`src/hdl/sws_pkg.sv`:
```
// ----------------------------------------------------------------------------
// sws_pkg
// Shared types and constants for the stack with statistics: operation and
// status codes, the stored entry layout and the fixed Q16.16 field widths.
// ----------------------------------------------------------------------------
package sws_pkg;

    // Width of one Q16.16 value
    localparam int Q_W = 32;
    // Width of the depth field in a result item
    localparam int DEPTH_FIELD_W = 7;
    // -1.0 in Q16.16, shown as the top value of an empty stack
    localparam logic signed [Q_W-1:0] NEG_ONE_Q16 = -32'sd65536;

    typedef enum logic {
        OP_PUSH = 1'b0,
        OP_POP  = 1'b1
    } op_t;

    typedef enum logic [1:0] {
        ST_OK    = 2'd0,
        ST_FULL  = 2'd1,
        ST_EMPTY = 2'd2
    } status_t;

    // One stack entry: the value and the running max/min up to and including it
    typedef struct packed {
        logic signed [Q_W-1:0] val;
        logic signed [Q_W-1:0] pmax;
        logic signed [Q_W-1:0] pmin;
    } entry_t;

endpackage

```
`src/hdl/sws_div.sv`:
```
// ----------------------------------------------------------------------------
// sws_div
// Bit-serial signed divider for the average: divides the running sum by the
// entry count, one quotient bit per cycle, truncating toward zero.
// ----------------------------------------------------------------------------
module sws_div
    import sws_pkg::*;
#(
    parameter int SUM_W = 39,
    parameter int CNT_W = 7
)
(
    input  logic                     clk,
    input  logic                     rst_n,
    input  logic                     start,
    input  logic signed [SUM_W-1:0]  dividend,
    input  logic [CNT_W-1:0]         divisor,
    output logic                     done,
    output logic signed [Q_W-1:0]    quotient
);

    localparam int STEP_W = $clog2(SUM_W + 1);

    logic                 busy_reg;
    logic                 done_reg;
    logic                 neg_reg;
    logic [SUM_W-1:0]     quo_reg;
    logic [CNT_W-1:0]     rem_reg;
    logic [CNT_W-1:0]     dsor_reg;
    logic [STEP_W-1:0]    step_reg;

    logic [CNT_W:0]       trial;
    logic                 fits;
    logic [CNT_W:0]       diff;
    logic [SUM_W-1:0]     quo_signed;

    // Trial subtraction of the divisor from the shifted remainder
    assign trial = {rem_reg, quo_reg[SUM_W-1]};
    assign fits  = (trial >= {1'b0, dsor_reg});
    assign diff  = trial - {1'b0, dsor_reg};

    // Restore the sign; the magnitude of an average always fits 32 bits
    assign quo_signed = neg_reg ? (~quo_reg + 1'b1) : quo_reg;
    assign quotient   = quo_signed[Q_W-1:0];
    assign done       = done_reg;

    // Iteration control
    always_ff @(posedge clk or negedge rst_n)
    begin
        if (!rst_n)
        begin
            busy_reg <= 1'b0;
            done_reg <= 1'b0;
            step_reg <= '0;
        end
        else
        begin
            done_reg <= 1'b0;
            if (start)
            begin
                busy_reg <= 1'b1;
                step_reg <= STEP_W'(SUM_W);
            end
            else if (busy_reg)
            begin
                step_reg <= step_reg - 1'b1;
                if (step_reg == STEP_W'(1))
                begin
                    busy_reg <= 1'b0;
                    done_reg <= 1'b1;
                end
            end
        end
    end

    // Datapath: magnitude bits shift out into the remainder, quotient bits shift in
    always_ff @(posedge clk)
    begin
        if (start)
        begin
            neg_reg  <= dividend[SUM_W-1];
            quo_reg  <= dividend[SUM_W-1] ? (~dividend + 1'b1) : dividend;
            rem_reg  <= '0;
            dsor_reg <= divisor;
        end
        else if (busy_reg)
        begin
            if (fits)
            begin
                rem_reg <= diff[CNT_W-1:0];
                quo_reg <= {quo_reg[SUM_W-2:0], 1'b1};
            end
            else
            begin
                rem_reg <= trial[CNT_W-1:0];
                quo_reg <= {quo_reg[SUM_W-2:0], 1'b0};
            end
        end
    end

endmodule

```
`config.mk`:
```
export PLATFORM = sky130hd
export DESIGN_NAME = sws_div
export DESIGN_NICKNAME = d
export VERILOG_FILES = /design/src/hdl/sws_pkg.sv /design/src/hdl/sws_div.sv
export SDC_FILE = /design/constraint.sdc
export NUM_CORES = 1
export LEC_CHECK = 0
export BUFFER_PORTS_ARGS = -buffer_cell sky130_fd_sc_hd__clkbuf_2
export CAP_MARGIN = 25
export CORE_MARGIN = 3
export CORE_UTILIZATION = 60
export DETAILED_ROUTE_END_ITERATION = 16
export PLACE_DENSITY = 0.85
export SYNTH_ARGS = -nofsm -noshare
export SYNTH_HDL_FRONTEND = slang
export SYNTH_SLANG_ARGS = --single-unit
```
`constraint.sdc`:
```
create_clock -name clk -period 4.6 [get_ports clk]
set_input_delay 0.23 -clock clk [delete_from_list [all_inputs] [get_ports clk]]
set_output_delay 0.23 -clock clk [all_outputs]
set_load 0.005 [all_outputs]
```
======== Yosys cells after proc, flatten, opt, wreduce, memory -nomap -nowiden ========
Index checks and enable logic that the tools add are counted.
operators by class
  reduce and logical (&&, ||, !) cells .... 1
  bitwise gates (word level) .............. 2
  magnitude comparators ................... 1
  $add $sub $neg .......................... 4
  muxes and demuxes ....................... 14
  equal/unequal tests ..................... 1
operators by type and width
  kind                                                                 number
  39-bit two-way mux                                                   3
  39-bit by 1-bit adder with 39-bit output (second input constant)     1
  39-bit NOT                                                           1
  32-bit by 1-bit adder with 32-bit output (second input constant)     1
  32-bit two-way mux                                                   1
  32-bit NOT                                                           1
  6-bit two-way mux                                                    2
  8-bit by 7-bit >= comparator with 1-bit output                       1
  1-bit two-way mux                                                    7
  7-bit two-way mux                                                    1
  7-bit subtractor                                                     1
  6-bit by 1-bit == test with 1-bit output (second input constant)     1
  6-bit by 1-bit subtractor with 6-bit output (second input constant)  1
  2-bit nonzero test                                                   1
storage, ports and cells
  bits of input ports ..................... 49
  logic and storage cells ................. 30
  register bits ........................... 62

======== Logic depth before layout (Yosys ltp) ========
  depth in word-level cells ............... 4
  depth in mapped cells ................... 9

======== Worst setup path before layout ========
OpenSTA, ideal clock, no wires.
  kind .................................... input -> register
  from .................................... input dividend[19]
  to ...................................... register quo_reg[30] (data pin)
  data required time ...................... 4328 ps
  data arrival time ....................... 2329 ps
  setup slack ............................. 1999 ps
  stages on the path ...................... 6
  setup time .............................. 272 ps
  cell sequence ........................... or3_1 -> buf_2 -> or4b_4 -> or3_2 -> mux2i_1 -> or4_1
between the ends
  word-level cells in the longest chain between the ends .. 4
ends and longest elaborated chain
  what                                      RTL line       source
  start, declared                           sws_div.sv:16  input logic signed [SUM_W-1:0] dividend,
  39-bit NOT                                sws_div.sv:82  quo_reg <= dividend[SUM_W-1] ? (~dividend + 1'b1) : dividend;
  39-bit by 1-bit adder with 39-bit output  sws_div.sv:82
  39-bit two-way mux                        sws_div.sv:82
  39-bit two-way mux                        sws_div.sv:79  if (start)
  end signal, assigned                      sws_div.sv:82
  end signal, assigned                      sws_div.sv:91  quo_reg <= {quo_reg[SUM_W-2:0], 1'b1};
  end signal, assigned                      sws_div.sv:96  quo_reg <= {quo_reg[SUM_W-2:0], 1'b0};
  end, declared                             sws_div.sv:27  logic [SUM_W-1:0] quo_reg;
Every way passes these cells.
A chain may end at the register's enable or synchronous reset.

======== Worst setup path in the final report ========
  from .................................... register quo_reg[3]
  to ...................................... output quotient[26]
between the ends
  word-level cells in the longest chain between the ends .. 3
ends and longest elaborated chain
  what                                      RTL line       source
  32-bit NOT                                sws_div.sv:43  assign quo_signed = neg_reg ? (~quo_reg + 1'b1) : quo_reg;
  32-bit by 1-bit adder with 32-bit output  sws_div.sv:43
  32-bit two-way mux                        sws_div.sv:43
  end, declared                             sws_div.sv:19  output logic signed [Q_W-1:0] quotient
Every way passes these cells.

==> metrics.md <==
| Metric | Value |
|---|---|
| Status | `finished, final reports clean` |
| CP Capture Type | `output port` |
| TritonCTS clock tree | `built` |
| Wire per inst | `16.0 um` |
| Largest net degree at the start of global routing | `slightly below 100` |
| # setup viols final | `0` |
| Global route overflow | `0` |
| Initial antenna violation count | `0` |
| Crit path capture | `quotient[26]` |
| Met2 Usage GRT | `0.418` |
| Most common flop cell mapped by yosys | `edfxtp_1` |
| TritonCTS Buffers | `9` |
| Drt total wl | `just over 10 mm` |
| Global Route Usage Sum | `0.255` |
| Starting Density | `0.636` |
| Number of vias per cell | `6.05` |
| Peak supply drop | `0.184 mV` |
| Final antenna-violating net count | `0` |
| Skew-Pair Late Insertion Delay | `0.34 ns` |
| CP arrival | `2.68 ns` |
| Max cap viols | `0` |
| FF-to-FF setup slack | `2.29 ns` |
| Total power | `approximately 1.8 mW` |
| Global route hottest layer | `met2` |
| Fin nets | `approximately 610` |
| Clk slew on worst S/H paths | `0.07 ns` |
| DR DRC count | `0` |
| Max reg flops | `39` |
| Die Y-Extent | `just over 90 um` |
| Number of flops mapped to enable cells by yosys | `47` |
| Ports | `82` |
| Number of global-route vias before repair | `roughly 3700` |
| Longest Clk Path Bufs | `2` |
| RSZ-0062 raised after global routing | `false` |
| RR Startpoint | `quo_reg[38]` |
| Final min period | `2.91 ns` |
| Routability congestion estimate | `0.875` |
| DP HPWL | `7.23 mm` |
| CTS Root Buffer Type | `clkbuf_8` |
| Distinct cell type count after synthesis | `58` |
| Starting DRT DRC Count | `247` |
| Reg-to-Reg End | `rem_reg[1]` |
| Pre-antenna DRT Iters | `6` |
| I/O Buffers | `81` |
| Post-Syn Area per Cell | `slightly above 9 sq um` |
| Hold Vio Cnt, Final | `0` |
| Clock sink count | `62` |
| Hold Path Class | `input pin to flip-flop` |
| Clk_skew | `~0.011 ns` |
| Final setup TNS | `0 ns` |
| Die area | `8460 sq um` |
| Pwr dens | `348 nW/um^2` |
| Ys async rst share | `0.129` |
| Syn. warnings | `0` |
| Number of diodes | `0` |
| CP Max Fanout | `5` |
| Grt met3 use | `0.0509` |
| Core Rows | `30` |
| Core area | `6980 sq um` |
| Worst Tran Pin Value | `about 0.93 ns` |
| Layout Area Growth over Synthesis | `15.1%` |
| Register-to-Register Path Depth | `8` |
| Vias | `~4000` |
| Seq cells post-synth | `62` |
| GR Util met1 | `0.339` |
| Fmax | `0.344 GHz` |
| # H-tree levels | `3` |
| Worst slew margin | `0.380` |
| Die Span X | `92.0 um` |
| Max-slew violations | `0` |
| CP Launch Point | `quo_reg[3]` |
| Synthesized net count | `539` |
| Register area share after synthesis | `0.395` |
| Leakage | `2.02 nW` |
| Min-delay src | `divisor[5]` |
| Post-Syn Area | `4440 sq um` |
| Tcrit/Tclk final | `0.632` |
| Startpoint Class | `flip-flop` |
| Share of layout cells above drive strength 1 | `0.216` |
| Crit Path Category | `flip-flop to output port` |
| Mapped Cells | `478` |
| Global-route wire length before repair | `17.4 mm` |
| Required @ worst endpoint | `approximately 4.4 ns` |
[where the power goes]
group	switching [mW]	total (mW)	leakage, nW	internal (mW)
registers	0.0786	0.766	0.624	0.687
logic	0.265	0.492	1.28	0.228
clock network	0.216	0.521	0.116	0.305
[placed cells by master (no fill, tap or decap), types with 7 or more instances in the layout]
| master | instances |
|---|---|
| a21oi_1 | 42 |
| clkbuf_2 | 80 |
| clkbuf_8 | 12 |
| dfrtp_1 | 8 |
| dfxtp_1 | 7 |
| edfxtp_1 | 47 |
| ha_1 | 11 |
| inv_1 | 20 |
| nand2_1 | 34 |
| nand2b_1 | 12 |
| nor2_1 | 60 |
| nor4_1 | 8 |
| o21ai_0 | 22 |
| o31ai_1 | 15 |
| o41ai_1 | 14 |
| o41ai_2 | 10 |
| xnor2_1 | 36 |
| xor2_1 | 35 |
[metal layers]
metal | routed length, um | vias up
li1 | - | 1883
met1 | 4400 | 1843
met2 | 5060 | 172
met3 | 686 | 22
met4 | 223 | 0
met5 | 0 | -
[layout make-up]
type,instances,area [sq um]
Multi-Input combinational cell,369,2500
Fill cell,518,1880
Sequential cell,62,1750
Timing Repair Buffer,85,438
Clock buffer,15,219
Tap cell,96,120
Inverter,20,75.1
Clock inverter,1,5.00
[cells in the mapped netlist, drive strengths merged, types with 2 or more instances]
library cell / instances / area, sq um
nor2: 60 / 225
edfxtp: 47 / 1410
a21oi: 42 / 210
xnor2: 36 / 315
xor2: 35 / 307
nand2: 34 / 128
o41ai: 24 / 285
o21ai: 23 / 115
inv: 20 / 75.1
clkbuf: 19 / 71.3
o31ai: 15 / 113
nand2b: 12 / 75.1
ha: 11 / 138
nor4: 10 / 75.1
buf: 8 / 42.5
dfrtp: 8 / 200
dfxtp: 7 / 140
nor3: 6 / 30.0
or3: 6 / 38.8
or4: 6 / 45.0
nand3: 4 / 20.0
nand3b: 4 / 30.0
o211ai: 4 / 30.0
nand4: 3 / 18.8
nor2b: 3 / 18.8
or2: 3 / 18.8
a221o: 2 / 20.0
mux2i: 2 / 20.0
nand4b: 2 / 17.5
or4b: 2 / 23.8
[what timing repair did]
| item | 4_1_cts | 5_1_grt |
|---|---|---|
| setup endpoints to repair | 0 | 0 |
| resized for setup | 0 | 0 |
| hold buffers | 1 | 0 |
| hold endpoints to repair | 8 | 0 |
| setup buffers | 0 | 0 |
[cell families after synthesis]
| group | synth area share |
|---|---|
| flops | 0.395 |
| fa+ha+maj | 0.0355 |
| compound gates | 0.194 |
| mux | 0.00789 |
| buf+inv | 0.0426 |
| simple gates | 0.185 |
| xor+xnor | 0.140 |
[worst max-delay path: stages, from the launching register on]
cell and delay (ns):
edfxtp_1 0.47, nor4_1 0.52, nand4_1 0.31, nand3b_1 0.32, o41ai_1 0.35, xnor2_1 0.21
clkbuf_2 0.16
[per-stage QoR]
stage	hold WS [ns]	setup slack (ns)	cell area (sq um)	util	instances
after floorplan	-0.0656	2.00	4440	-	478
after global placement	0.0813	1.74	4870	0.698	631
after detailed placement	0.0864	1.64	4870	0.698	631
after CTS	0.0508	1.74	5110	0.731	648
after global routing	0.0458	1.47	5110	0.731	648
final	0.0628	1.69	5110	0.731	648
[how the worst min path moves through the flow]
stage	to	slack, ns	depth (start not counted)
2_1_floorplan	busy_reg	-0.07	0
3_3_place_gp	step_reg[4]	0.08	1
6_report	dsor_reg[5]	0.06	1
4_1_cts	dsor_reg[5]	0.05	1
3_5_place_dp	step_reg[4]	0.09	1
5_1_grt	dsor_reg[5]	0.05	1
No activity file was read; power rests on OpenSTA's default activity.
